<file path="config.mk">
export PLATFORM = sky130hd
export DESIGN_NAME = ups_back_flat
export DESIGN_NICKNAME = d
export VERILOG_FILES = /design/src/rtl/ups_pkg.sv /design/src/rtl/ups_if.sv /design/src/rtl/ups_back.sv /design/src/flat_wrapper.sv
export SDC_FILE = /design/constraint.sdc
export NUM_CORES = 1
export LEC_CHECK = 0
export BUFFER_PORTS_ARGS = -buffer_cell sky130_fd_sc_hd__buf_4
export CORE_MARGIN = 2
export CORE_UTILIZATION = 35
export CTS_CLUSTER_DIAMETER = 200
export CTS_CLUSTER_SIZE = 12
export DETAILED_ROUTE_END_ITERATION = 12
export HOLD_SLACK_MARGIN = 0.06
export PLACE_DENSITY = 0.71
export SLEW_MARGIN = 25
export SYNTH_ARGS = -nofsm -noshare
export SYNTH_HDL_FRONTEND = slang
export SYNTH_SLANG_ARGS = --single-unit
</file>
<file path="constraint.sdc">
create_clock -name clk -period 2.6 [get_ports clk]
set_input_delay 0.26 -clock clk [delete_from_list [all_inputs] [get_ports clk]]
set_output_delay 0.26 -clock clk [all_outputs]
set_load 0.005 [all_outputs]
</file>
<file path="src/rtl/ups_pkg.sv">
// shared types and constants for the integer pixel replication upscaler
// no dependencies; imported by every other file of the block
package ups_pkg;

  localparam int PIXEL_W       = 24;
  localparam int SCALE_FIELD_W = 7;
  localparam int WIDTH_FIELD_W = 13;
  localparam int HEIGHT_W      = 16;
  localparam int CFG_DATA_W    = 16;
  localparam int CFG_INDEX_W   = 2;
  localparam int QUEUE_DEPTH   = 4;
  localparam int QPTR_W        = $clog2(QUEUE_DEPTH);
  localparam int QCOUNT_W      = $clog2(QUEUE_DEPTH + 1);

  localparam logic [CFG_INDEX_W-1:0] REG_SCALE  = 2'd0;
  localparam logic [CFG_INDEX_W-1:0] REG_WIDTH  = 2'd1;
  localparam logic [CFG_INDEX_W-1:0] REG_HEIGHT = 2'd2;

  typedef enum logic {
    OP_PUSH = 1'b0,
    OP_PULL = 1'b1
  } opcode_t;

  typedef enum logic [1:0] {
    ST_PIXEL       = 2'd0,
    ST_PUSH_OK     = 2'd1,
    ST_PUSH_REJECT = 2'd2,
    ST_NO_ROW      = 2'd3
  } status_t;

  typedef logic [PIXEL_W-1:0] pixel_t;

  typedef struct packed {
    status_t    status;
    logic [1:0] pad_bytes;
    logic       row_end;
    logic       image_end;
  } tag_t;

  typedef struct packed {
    tag_t   tag;
    pixel_t pixel;
  } result_t;

endpackage

</file>
<file path="src/rtl/ups_if.sv">


interface ups_rsp_if import ups_pkg::*; ();
  logic       valid;
  logic       ready;
  status_t    status;
  pixel_t     pixel_out;
  logic [1:0] pad_bytes;
  logic       row_end;
  logic       image_end;

  modport source (output valid, output status, output pixel_out, output pad_bytes,
                  output row_end, output image_end, input ready);
  modport sink (input valid, input status, input pixel_out, input pad_bytes,
                input row_end, input image_end, output ready);
endinterface

</file>
<file path="src/rtl/ups_back.sv">
// output stage: takes tagged results from the queue into the output register
// and masks the pixel of non-emitting items; depends on ups_pkg, ups_if
module ups_back import ups_pkg::*; (
  input  logic                clk,
  input  logic                rst,
  input  result_t             head,
  input  logic [QCOUNT_W-1:0] count,
  output logic                pop,
  ups_rsp_if.source           rsp
);

  logic head_valid;

  assign head_valid = count != '0;
  assign pop        = head_valid && (!rsp.valid || rsp.ready);

  always_ff @(posedge clk) begin
    if (rst) begin
      rsp.valid <= 1'b0;
    end else if (!rsp.valid || rsp.ready) begin
      rsp.valid <= head_valid;
    end
  end

  always_ff @(posedge clk) begin
    if (pop) begin
      rsp.status    <= head.tag.status;
      rsp.pixel_out <= (head.tag.status == ST_PIXEL) ? head.pixel : '0;
      rsp.pad_bytes <= head.tag.pad_bytes;
      rsp.row_end   <= head.tag.row_end;
      rsp.image_end <= head.tag.image_end;
    end
  end

endmodule

</file>
<file path="src/flat_wrapper.sv">
// flat-port wrapper written by rule: the top's interface ports become plain ports
module ups_back_flat import ups_pkg::*;
  (clk, rst, head, count, pop, rsp_valid, rsp_status, rsp_pixel_out, rsp_pad_bytes, rsp_row_end, rsp_image_end, rsp_ready);
  ups_rsp_if rsp_i ();
  input  logic clk;
  input  logic rst;
  input  result_t head;
  input  logic [QCOUNT_W-1:0] count;
  output logic pop;
  output wire logic [$bits(rsp_i.valid)-1:0] rsp_valid;
  output wire logic [$bits(rsp_i.status)-1:0] rsp_status;
  output wire logic [$bits(rsp_i.pixel_out)-1:0] rsp_pixel_out;
  output wire logic [$bits(rsp_i.pad_bytes)-1:0] rsp_pad_bytes;
  output wire logic [$bits(rsp_i.row_end)-1:0] rsp_row_end;
  output wire logic [$bits(rsp_i.image_end)-1:0] rsp_image_end;
  input wire logic [$bits(rsp_i.ready)-1:0] rsp_ready;
  assign rsp_valid = rsp_i.valid;
  assign rsp_status = rsp_i.status;
  assign rsp_pixel_out = rsp_i.pixel_out;
  assign rsp_pad_bytes = rsp_i.pad_bytes;
  assign rsp_row_end = rsp_i.row_end;
  assign rsp_image_end = rsp_i.image_end;
  assign rsp_i.ready = rsp_ready;
  ups_back u_core (.clk(clk), .rst(rst), .head(head), .count(count), .pop(pop), .rsp(rsp_i));
endmodule
</file>
==> impl_results.md <==
* Run status: complete, no violations
* Worst slew margin at between 70% and 80%
* Mapped Nets at between 90 and 100
* Worst-path fanout max at 18
* Grt ovf at 0
* Sequential area share after synthesis at 81.7%
* CTS H-tree lvls at 2
* Layout Skew at 5.62 ps
* Number of global-route vias before repair at 725
* Count of standard-cell rows at 20
* RSZ-0062 raised after global routing: no
* Ys Warns at 0
* # port buffers at 67
* Die Span Y at roughly 61 um
* Clock power frac at 25.5%
* Num CTS Buffers at 5
* Total GRT Usage at 13.0%
* Core Area at 3050 sq um
* Area Overhead vs Synth at 54.4%
* Setup CP Type: flop to output pin
* Syn Std Cell Area at 1130 sq um
* Fraction of layout cells with a size suffix above 1 at 55.8%
* Routability cong. at 0.650
* Via density at about 4.2
* DRT iter0 DRCs at 10
* CP endpoint kind: output pin
* Final ANT Viol Nets at 0
* Post-Syn Area per Cell at 18.2 sq um
* Sequential power share at 60.2%
* Worst skew pair latency at roughly 320 ps
* Largest net degree at the start of global routing at 25
* Initial antenna violation count at 0
* Clock sinks at 31
* LEAKAGE at 0.776 nW
* First-pass GRT wire length at about 3200 um
* P_int at 0.794 mW
* Via count at 765
* Logic pwr share at 14.3%
* DR WL/cell at 12.5 um
* Final-report hold violation count at 0
* Slew @ Worst Pin at 381 ps
* # IOs at ~70
* VDD IR max at roughly 0.22 mV
* Synth Instances at 62
* Die ar. at 3690 sq um
* Overall power at 1.01 mW
* CP required at 2340 ps
* Final setup viols at 0
* Final worst slack at 1060 ps
* DRC Markers at 0
* Sw Pwr at between 0.2 and 0.25 mW
* Setup crit start kind: flop
* Total negative slack at 0 ps
* Crit path arrival time at 1280 ps
* Post-synthesis cell type count at 9
* Clock Path Buffers at 2
* Final Instance Area at between 1500 and 2000 sq um
* Final period util at 59.2%
* Top achievable clock speed at roughly 650 MHz
* Root Buffer: clkbuf_4
* Total of max-cap violations at 0
* Placed cell areas at 1680 sq um
* Initial Utilization at 36.9%
* Fin nets at between 150 and 200
* Die width at 60.8 um
* Synthesis-stage register bit count at 31
* Pwr/cell area at just under 600 nW/um^2
* Min-delay worst type: input port to flop
* Fin. max-slew vios at 0
* Min Tclk post-route at 1540 ps
* Pre-CTS WS at 1230 ps
* CTS tree: yes
* First-pass detailed-route iteration total at 2
* Routed wire length at 2270 um
* Reg clk slew, reported paths at 90 ps
* Diodes inserted at 0
* Sw Ratio at 21.3%
==> worst paths after layout <==
check                                      start                  endpoint  slack, ps  depth (start not counted)
worst max-delay path            u_core.rsp.valid                       pop       1060                          4
worst max register to register  u_core.rsp.valid  u_core.rsp.pixel_out[10]       1490                          3
worst min register to register  u_core.rsp.valid          u_core.rsp.valid        510                          2
worst min-delay path                    head[27]   u_core.rsp.pad_bytes[1]        110                          1
==> flip-flops by register name, summed over array words and instances, names as in the netlist <==
| name | cells |
|---|---|
| u_core.rsp.status | 2 |
| u_core.rsp.valid | 1 |
| u_core.rsp.pixel_out | 24 |
| u_core.rsp.pad_bytes | 2 |
| u_core.rsp.image_end | 1 |
| u_core.rsp.row_end | 1 |
==> critical path, cell delays in order, from the launching register on <==
cell,delay (ps)
dfxtp_1,320
nand2b_1,80
nor2b_2,150
buf_4,250
buf_4,160
==> per-stage QoR <==
step | hold WS, ps | util (%) | cells
6_report | 112 | 57.0 | 182
3_3_place_gp | 418 | 55.0 | 173
3_5_place_dp | 424 | 55.0 | 173
4_1_cts | 72.0 | 56.7 | 181
5_1_grt | 71.5 | 57.0 | 182
2_1_floorplan | 329 | - | 62
==> power groups by stage <==
stage               logic (mW)  registers (mW)  clock network [mW]
floorplan               0.0280           0.625                   0
global placement         0.144           0.618                   0
detailed placement       0.146           0.620                   0
CTS                      0.147           0.608               0.270
global route             0.159           0.612               0.302
finish                   0.144           0.607               0.258
==> cell usage after synthesis, drive strengths merged <==
master	instances	area, sq um
edfxtp	30	901
and2	24	150
nand2b	1	6.26
a21oi	1	5.00
buf	2	22.5
nor3	1	5.00
dfxtp	1	20.0
nor2	1	11.3
nor2b	1	6.26
==> cell type report <==
| class | instances | area (sq um) |
|---|---|---|
| tap | 44 | 55.1 |
| clock buffer | 7 | 45.0 |
| clock inverter | 1 | 5.00 |
| multi-input combinational | 29 | 186 |
| sequential | 31 | 921 |
| fill | 275 | 1310 |
| timing repair buffer | 70 | 528 |
==> metal layers <==
| metal | global-route usage (%) | share of wire (%) |
|---|---|---|
| met4 | 5.59 | 1.8 |
| met2 | 20.4 | 49 |
| met5 | 0 | 0 |
| met1 | 14.5 | 39 |
| met3 | 7.46 | 9.7 |
==> cell families (layout without fill, tap and decap cells) <==
kind of cell	count (synthesis)	after routing	synth area share, %
DFF	31	31	81.7
and+or+nand+nor	28	28	15.9
buffers and inverters	2	78	2.00
AOI/OAI and AO/OA	1	1	0.444
==> cell usage in the layout, fill, tap and decap left out, types with 2 or more instances in the layout <==
cell and count:
edfxtp_1 30, and2_1 24, clkbuf_1 2, buf_4 69
clkbuf_4 5
==> what timing repair did <==
| action | in CTS | in global routing |
|---|---|---|
| gates resized for setup | 0 | 0 |
| buffers inserted | 0 | 0 |
| hold buffers | 0 | 1 |
| endpoints found under the hold margin | 0 | 1 |
(Power assumes the default switching activity.)
