===== config.mk =====
export PLATFORM = sky130hd
export DESIGN_NAME = ups_queue
export DESIGN_NICKNAME = d
export VERILOG_FILES = /design/src/rtl/ups_pkg.sv /design/src/rtl/ups_queue.sv
export SDC_FILE = /design/constraint.sdc
export NUM_CORES = 1
export LEC_CHECK = 0
export ABC_AREA = 0
export BUFFER_PORTS_ARGS = -buffer_cell sky130_fd_sc_hd__buf_4
export CELL_PAD_IN_SITES_DETAIL_PLACEMENT = 0
export CELL_PAD_IN_SITES_GLOBAL_PLACEMENT = 1
export CORE_ASPECT_RATIO = 1.4
export CORE_MARGIN = 3
export CORE_UTILIZATION = 49
export CTS_CLUSTER_DIAMETER = 50
export DETAILED_ROUTE_END_ITERATION = 7
export PLACE_DENSITY = 0.79
export SLEW_MARGIN = 20
export SYNTH_ARGS = -nofsm -noshare
export SYNTH_HDL_FRONTEND = slang
export SYNTH_SLANG_ARGS = --single-unit

===== constraint.sdc =====
create_clock -name clk -period 2.3 [get_ports clk]
set_input_delay 0.345 -clock clk [delete_from_list [all_inputs] [get_ports clk]]
set_output_delay 0.345 -clock clk [all_outputs]
set_load 0.02 [all_outputs]

===== src/rtl/ups_pkg.sv =====
// shared types and constants for the integer pixel replication upscaler
// no dependencies; imported by every other file of the block
package ups_pkg;

  localparam int PIXEL_W       = 24;
  localparam int SCALE_FIELD_W = 7;
  localparam int WIDTH_FIELD_W = 13;
  localparam int HEIGHT_W      = 16;
  localparam int CFG_DATA_W    = 16;
  localparam int CFG_INDEX_W   = 2;
  localparam int QUEUE_DEPTH   = 4;
  localparam int QPTR_W        = $clog2(QUEUE_DEPTH);
  localparam int QCOUNT_W      = $clog2(QUEUE_DEPTH + 1);

  localparam logic [CFG_INDEX_W-1:0] REG_SCALE  = 2'd0;
  localparam logic [CFG_INDEX_W-1:0] REG_WIDTH  = 2'd1;
  localparam logic [CFG_INDEX_W-1:0] REG_HEIGHT = 2'd2;

  typedef enum logic {
    OP_PUSH = 1'b0,
    OP_PULL = 1'b1
  } opcode_t;

  typedef enum logic [1:0] {
    ST_PIXEL       = 2'd0,
    ST_PUSH_OK     = 2'd1,
    ST_PUSH_REJECT = 2'd2,
    ST_NO_ROW      = 2'd3
  } status_t;

  typedef logic [PIXEL_W-1:0] pixel_t;

  typedef struct packed {
    status_t    status;
    logic [1:0] pad_bytes;
    logic       row_end;
    logic       image_end;
  } tag_t;

  typedef struct packed {
    tag_t   tag;
    pixel_t pixel;
  } result_t;

endpackage


===== src/rtl/ups_queue.sv =====
// short result queue between the front end and the output stage
// depends on ups_pkg
module ups_queue import ups_pkg::*; (
  input  logic                clk,
  input  logic                rst,
  input  logic                push_valid,
  input  result_t             push_item,
  input  logic                pop,
  output result_t             head,
  output logic [QCOUNT_W-1:0] count
);

  result_t             slots [QUEUE_DEPTH];
  logic [QPTR_W-1:0]   wr_ptr;
  logic [QPTR_W-1:0]   rd_ptr;

  always_ff @(posedge clk) begin
    if (rst) begin
      wr_ptr <= '0;
      rd_ptr <= '0;
      count  <= '0;
    end else begin
      if (push_valid) wr_ptr <= wr_ptr + 1'b1;
      if (pop) rd_ptr <= rd_ptr + 1'b1;
      unique case ({push_valid, pop})
        2'b10:   count <= count + 1'b1;
        2'b01:   count <= count - 1'b1;
        default: count <= count;
      endcase
    end
  end

  always_ff @(posedge clk) begin
    if (push_valid) begin
      slots[wr_ptr] <= push_item;
    end
  end

  assign head = slots[rd_ptr];

endmodule


==> run metrics, run 1 <==
Clock transition at path regs about 0.05 ns; Synth cell types 18; top cell type's share of synthesized area ~76%; diode count 0; post-cts resize count 0; DR DRC count 0; relative slew slack 67.4%; vias in the first global route 2,346; Max Freq between 400 and 500 MHz; Startpoint Class flop; CTS Buf Count 17; largest family of logic cells by synthesized area multiplexers; P&R area growth vs syn 27.4%; # fillers between 600 and 700; Final Max Tran Viols 0; Inst Count DP ~380; Cells after Synth ~200; total track usage between 15 and 20%; largest net degree at the start of global routing 18; simple-gate area share of the yosys netlist under 10%; H-Tree Level Count 4; post-CTS setup buffers 0; hpwl dp about 5.2 mm; Hold Crit Class primary input to flop; Mapped Nets between 200 and 250; final hold viol count 0; clk_skew around 0.0055 ns; RD Place Congestion 0.680; Crit. End Element primary output; CP arrival between 1.5 and 2 ns; die width about 89 µm; critical path type flop to primary output; drt wl/cell between 20 and 25 µm; post-synthesis mux area share between 10 and 15%; Min Clock Period, post-route ~2.1 ns; Yosys warning count 0; gr ovfl total 0; die height around 120 µm; Seq/Total Area, Yosys 79.8%; Core ar. about 0.0092 mm²; CTS Hold Bufs 0; # IOs 67; outcome completed; xor/xnor share of the synthesized area less than 1%; Lkg Pwr between 2 and 2.5 nW; Final ANT Viol Nets 0; Clock Path Buffers 2; first-pass GRT wire length between 10 and 15 mm; IO Port Bufs between 60 and 70; antenna violations before repair 0; Total Nets Final 327; largest fanout on the critical path 15; mean number of vias per cell 5.47; CTS sink cnt roughly 130; Synth Area in Adders between 1.5 and 2%; final setup TNS 0 ns; DRT Pass-1 Iters 4; Design Power between 6 and 7 mW; max-cap violations 0; mean post-synth cell area between 20 and 25 µm²; largest area contributor in the netlist edfxtp_1; RSZ-0062 raised after global routing false; commonest non-fill, non-tap cell in the layout edfxtp_1; flops & latches, synth ~130; Final Setup Violations 0; Cell Pwr Density a little over 1000 mW/mm²; commonest non-fill, non-tap cells in the layout edfxtp_1 (120), buf_4 (78), mux4_2 (30), clkbuf_16 (17), dfxtp_1 (8); Period Utilization, post-route 93.2%; WL final roughly 8.3 mm; Compound-Gate Fraction of Synth Area less than 1%; row cnt 41; Vias between 2,000 and 2,500; Starting DRT DRC Count about 110; top cells by area, synth edfxtp_1 (76%), mux4_2 (14%), dfxtp_1 (3.8%), ha_1 (1.3%), buf_6 (0.71%); Finished Layout Cells between 400 and 500; root buf cell clkbuf_16; Die Area between 0.01 and 0.015 mm²; Post-Synthesis Cell Area roughly 0.0047 mm²; Initial Util about half; Req. time, crit path about 2.0 ns; ratio of cells with drive above 1 in the final layout between 40 and 50%; CTS tree done; worst slew pin tran between 0.4 and 0.5 ns; worst skew pair latency 0.40 ns; VDD IR max 0.000666 V; final hold slack 0.139 ns; Core Util, Final approximately two thirds
[area by class of cell]
cell class	instances	area, µm²	area share, %
inverters	3	11.3	0.186
well taps	107	134	2.22
clock buffers	19	433	7.17
flip-flops and latches	129	3780	62.7
repair buffers	78	586	9.70
multi-input cells	58	898	14.9
clock inverters	13	191	3.17
[registers in the layout, indices dropped and copies added, names as in the netlist, named ones only]
name,count
rd_ptr,2
wr_ptr,2
count,3
slots,120
[critical path: stages (launching register included)]
cell	delay [ns]
dfxtp_2	0.32
buf_4	0.30
mux4_2	0.58
buf_4	0.18
[logic make-up (layout without fill, tap and decap cells)]
group	Yosys count	after routing
compound gates	2	2
xor+xnor	5	5
fa+ha+maj	6	6
buf+inv	10	113
flops	129	129
mux	32	32
simple gates	13	13
[routing by layer]
| layer | vias to the layer above | track usage (%) | wire length (µm) |
|---|---|---|---|
| li1 | 993 | - | - |
| met5 | - | 0 | 0 |
| met4 | 0 | 7.45 | 137 |
| met3 | 10 | 5.44 | 413 |
| met1 | 1152 | 21.2 | 3320 |
| met2 | 73 | 27.4 | 4410 |
[stage by stage]
stage / area (µm²) / worst slack, ns
after floorplan: 4740 / 0.623
after global placement: 5410 / 0.546
after detailed placement: 5410 / 0.524
after CTS: 6040 / 0.115
after global routing: 6040 / 0.0846
final: 6040 / 0.156
[power breakdown]
part           internal [mW]  switching [mW]
sequential              2.69          0.0361
combinational          0.306           0.340
clock                   1.90           0.889
total                   4.90            1.27
[cell usage after synthesis, drive strengths merged]
| cell type | instances |
|---|---|
| a21oi | 1 |
| and2 | 4 |
| buf | 6 |
| clkbuf | 1 |
| dfxtp | 9 |
| edfxtp | 120 |
| fa | 1 |
| ha | 5 |
| inv | 3 |
| mux2i | 2 |
| mux4 | 30 |
| nand2 | 1 |
| nor2 | 7 |
| o21ai | 1 |
| or3 | 1 |
| xnor2 | 3 |
| xor2 | 2 |
[final timing paths]
path | startpoint | endpoint | slack (ns) | cells past startpoint
setup / recovery | flop | head[5] | 0.16 | 3
hold / removal | push_item[7] | slots[1][7] | 0.14 | 1
setup reg to reg | wr_ptr[0] | slots[1][27] | 0.70 | 3
hold reg to reg | count[2] | count[2] | 0.49 | 2
No activity file was read; power rests on OpenSTA's default activity.
==> inputs of run 2 (changes only) <==
Settings changed: RECOVER_POWER from default to 50.
==> run metrics, run 2 (synthesized netlist as in run 1, its figures left out) <==
die width 89.1 µm (unchanged); WL final 8.28 mm (about the same); Period Utilization, post-route 93.1% (about the same); RD Place Congestion 0.680 (unchanged); CTS Buf Count 17 (unchanged); drt wl/cell 20.3 µm (about the same); H-Tree Level Count 4 (unchanged); first-pass GRT wire length 12.8 mm (unchanged); DR DRC count 0 (unchanged); gr ovfl total 0 (unchanged); Largest Register slots; Die Area 0.0109 mm² (unchanged); Largest register FFs 120 (unchanged); relative slew slack 39.9% (-27 points); VDD IR max 0.000638 V (-4.1%); Clock Path Buffers 2 (unchanged); final hold slack 0.190 ns (+0.0506 ns); RSZ-0062 raised after global routing false; post-cts resize count 0 (unchanged); Final Cell Area 0.00591 mm² (-2.2%); Core ar. 0.00923 mm² (unchanged); # fillers 641 (+3.2%); Final Setup Violations 0 (unchanged); total track usage 17.1% (unchanged); Max Freq 467 MHz (about the same); CTS sink cnt 129 (unchanged); Total Nets Final 327 (unchanged); P&R area growth vs syn 24.6%; die height 122 µm (unchanged); row cnt 41 (unchanged); FF-to-FF path depth 3 (unchanged); biggest regs slots (120), count (3); Vias 2,220 (-0.36%); diode count 0 (unchanged); Starting DRT DRC Count 111 (+5.7%); CP arrival 1.80 ns (about the same); Final Max Tran Viols 0 (unchanged); Lkg Pwr 2.01 nW (-5.9%); Clock transition at path regs 0.05 ns (about the same); clk_skew 0.00547 ns (-0.00000419 ns); max-cap violations 0 (unchanged); IO Port Bufs 66 (unchanged); Min Clock Period, post-route 2.14 ns (-0.00113 ns); post-CTS setup buffers 0 (unchanged); Startpoint Class flop; vias in the first global route 2,346 (unchanged); critical path type flop to primary output; antenna violations before repair 0 (unchanged); root buf cell clkbuf_16; CTS tree done; # IOs 67 (unchanged); Hold Crit Class primary input to flop; Placed Instance Area 0.00541 mm² (unchanged); Hold Path Depth 2 (+1); CTS Hold Bufs 0 (unchanged); largest net degree at the start of global routing 18 (unchanged); Cell Pwr Density 1040 mW/mm² (+1.7%); hpwl dp 5.25 mm (unchanged); Req. time, crit path 1.96 ns (about the same); worst skew pair latency 0.40 ns (about the same); final hold viol count 0 (unchanged); final setup TNS 0 ns (unchanged); worst slew pin tran 0.901 ns (+0.411 ns); Crit. End Element primary output; DRT Pass-1 Iters 4 (unchanged); Initial Util 51.3% (unchanged); commonest non-fill, non-tap cell in the layout edfxtp_1; commonest non-fill, non-tap cells in the layout edfxtp_1 (120), buf_4 (44), clkbuf_1 (36), mux4_2 (30), clkbuf_16 (17); outcome completed; ratio of cells with drive above 1 in the final layout 34.3% (-12 points); Final ANT Viol Nets 0 (unchanged); largest fanout on the critical path 15 (unchanged); mean number of vias per cell 5.45 (-0.36%)
run 2: final cells by class:
type	instances	area [µm²]	share of cell area, %
multi-input combinational	58	896	15.2
clock inverter	13	191	3.24
clock buffer	19	433	7.33
timing repair buffer	78	458	7.75
inverter	3	11.3	0.191
sequential	129	3780	64.1
tap	107	134	2.27
run 2: per-stage QoR:
step | utilization [%] | std cells | power, mW | worst slack (ns)
finish | 64.0 | 407 | 6.13 | 0.158
global route | 64.0 | 407 | 6.35 | 0.0846
CTS | 65.4 | 407 | 6.23 | 0.115
detailed placement | 58.6 | 375 | 3.43 | 0.524
global placement | 58.6 | 375 | 3.42 | 0.546
floorplan | - | 197 | 3.15 | 0.623
run 2: where the power goes:
part           leakage [nW]  switching (mW)  internal, mW
clock                 0.301           0.885          1.90
combinational         0.535           0.341         0.276
sequential             1.18          0.0358          2.69
total                  2.01            1.26          4.87
run 2: worst paths after layout:
| kind | slack [ns] | end | startpoint |
|---|---|---|---|
| hold / removal | 0.19 | flop | rst |
| setup / recovery | 0.16 | head[5] | flop |
| hold reg to reg | 0.49 | count[2] | count[2] |
| setup reg to reg | 0.39 | slots[3][27] | wr_ptr[0] |
run 2: worst max-delay path, stage by stage (launching register included):
cell and delay, ns:
dfxtp_2 0.32, buf_4 0.30, mux4_2 0.58, buf_4 0.18
run 2: layer usage:
layer / part of all wire, % / global-route usage, %
met1: 41 / 21.2
met2: 53 / 27.4
met3: 4.4 / 5.44
met4: 1.5 / 7.45
met5: 0 / 0
==> inputs of run 3 (changes only) <==
Settings changed: CELL_PAD_IN_SITES_DETAIL_PLACEMENT 0 to 1.
==> run metrics, run 3 (synthesized netlist as in run 1, its figures left out) <==
vias in the first global route 2,528 (+7.8%); Final Max Tran Viols 0 (unchanged); Core Util, Final 63.4% (-0.58 points); Req. time, crit path 1.96 ns (about the same); # IOs 67 (unchanged); CTS tree done; IO Port Bufs 66 (unchanged); switching share of power 23.0% (+2.4 points); row cnt 41 (unchanged); H-Tree Level Count 4 (unchanged); final setup TNS 0 ns (unchanged); crit path cell chain buf_4 > mux4_2 > buf_4; kind of cell with the highest combined delay on the critical path multiplexers; commonest non-fill, non-tap cell in the layout edfxtp_1; CP max stage cell mux4_2; Final ANT Viol Nets 0 (unchanged); register share of total power 46.3% (+1.8 points); Worst path most repeated cell buf_4; CTS Hold Bufs 0 (unchanged); Place WS 0.521 ns (-0.00226 ns); antenna violations before repair 0 (unchanged); Total Nets Final 327 (unchanged); Clk network pwr share 43.1% (-2.3 points); Clock transition at path regs 0.06 ns (about the same); max-cap violations 0 (unchanged); drt wl/cell 23.2 µm (+14%); Largest Register slots; outcome completed; ratio of cells with drive above 1 in the final layout 35.7% (+1.3 points); commonest non-fill, non-tap cells in the layout edfxtp_1 (120), buf_4 (44), clkbuf_1 (35), mux4_2 (30), clkbuf_16 (17); buffer and inverter count on the worst path 2 (unchanged); Final Setup Violations 0 (unchanged); Cell Pwr Density 1010 mW/mm² (-2.7%); die width 89.1 µm (unchanged); Clock Path Buffers 2 (unchanged); Core ar. 0.00923 mm² (unchanged); Max Freq 467 MHz (about the same); Final Cell Area 0.00585 mm² (-0.91%); first-pass GRT wire length 14.7 mm (+15%); Slowest Stage Delay on Critical Path 0.57 ns (about the same); # fillers 776 (+21%); Die Area 0.0109 mm² (unchanged); post-cts resize count 0 (unchanged); busiest grt layer met2; hpwl dp 5.98 mm (+14%); Placed Instance Area 0.00541 mm² (unchanged); biggest regs slots (120), count (3); largest net degree at the start of global routing 18 (unchanged); largest fanout on the critical path 15 (unchanged); CTS sink cnt 129 (unchanged); WL final 9.45 mm (+14%); Startpoint Class flop; root buf cell clkbuf_16; die height 122 µm (unchanged); mean number of vias per cell 5.48 (+0.54%); Starting DRT DRC Count 120 (+8.1%); gr ovfl total 0 (unchanged); worst skew pair latency 0.41 ns (about the same); DRT Pass-1 Iters 4 (unchanged); post-CTS setup buffers 0 (unchanged); diode count 0 (unchanged); DR DRC count 0 (unchanged); clk_skew 0.00595 ns (+0.000476 ns); Hold Crit Class primary input to flop; P&R area growth vs syn 23.5%; met2 usage 32.8% (+5.4 points); Vias 2,232 (+0.54%); worst slew pin tran 0.709 ns (-0.191 ns); Period Utilization, post-route 93.1% (about the same); Initial Util 51.3% (unchanged); total track usage 19.6% (+2.5 points); CTS Buf Count 17 (unchanged); internal power 4.55 mW (-6.5%); final hold viol count 0 (unchanged); relative slew slack 52.7% (+13 points); RD Place Congestion 0.680 (unchanged); sw power 1.36 mW (+7.7%); Largest register FFs 120 (unchanged); Lkg Pwr 1.98 nW (-1.4%); critical path type flop to primary output; Crit. End Element primary output; Min Clock Period, post-route 2.14 ns (-0.00117 ns); combinational group share of total power 10.6% (+0.5 points); CP arrival 1.80 ns (about the same); GR Util met1 23.1% (+1.9 points); RSZ-0062 raised after global routing false; met3 Use GR 5.64% (+0.20 points); VDD IR max 0.000716 V (+12%); worst setup margin 0.159 ns (+0.00117 ns)
## run 3: cell count changes in the layout (fill, tap and decap cells not counted), moves of 2 or more
| cell | delta |
|---|---|
| bufinv_16 | -3 |
| clkinv_1 | -2 |
| clkinv_4 | +2 |
| clkinvlp_4 | +2 |
## run 3: final timing paths
path	start	endpoint	slack (ns)	cells past startpoint
worst max-delay path	flop	head[10]	0.16	3
worst min-delay path	rst	count[2]	0.19	2
worst max register to register	wr_ptr[0]	slots[2][3]	0.43	4
worst min register to register	count[2]	count[2]	0.50	2
## run 3: per-layer routing
metal / up-vias / share of wire (%) / routed length, µm
li1: 998 / - / -
met1: 1158 / 39 / 3700
met2: 61 / 54 / 5130
met3: 15 / 4.7 / 443
met4: 0 / 1.9 / 184
met5: - / 0 / 0
## run 3: power by group through the flow
stage                     combinational (mW)  sequential [mW]  clock (mW)
after detailed placement               0.664             2.78           0
after global routing                   0.677             2.74        2.70
after floorplan                        0.372             2.78           0
after CTS                              0.673             2.74        2.60
final                                  0.627             2.73        2.55
after global placement                 0.652             2.77           0
## run 3: area by class of cell
type	count	area (µm²)	share of cell area, %
flip-flops and latches	129	3780	64.7
well taps	107	134	2.29
clock buffers	18	429	7.33
repair buffers	78	458	7.82
multi-input cells	58	897	15.3
inverters	3	11.3	0.192
clock inverters	14	140	2.39
## run 3: per-stage QoR
step           power, mW  hold slack [ns]  instances
2_1_floorplan       3.15            0.444        197
6_report            5.91            0.186        407
4_1_cts             6.01            0.113        407
3_3_place_gp        3.42            0.492        375
3_5_place_dp        3.44            0.494        375
5_1_grt             6.12            0.185        407
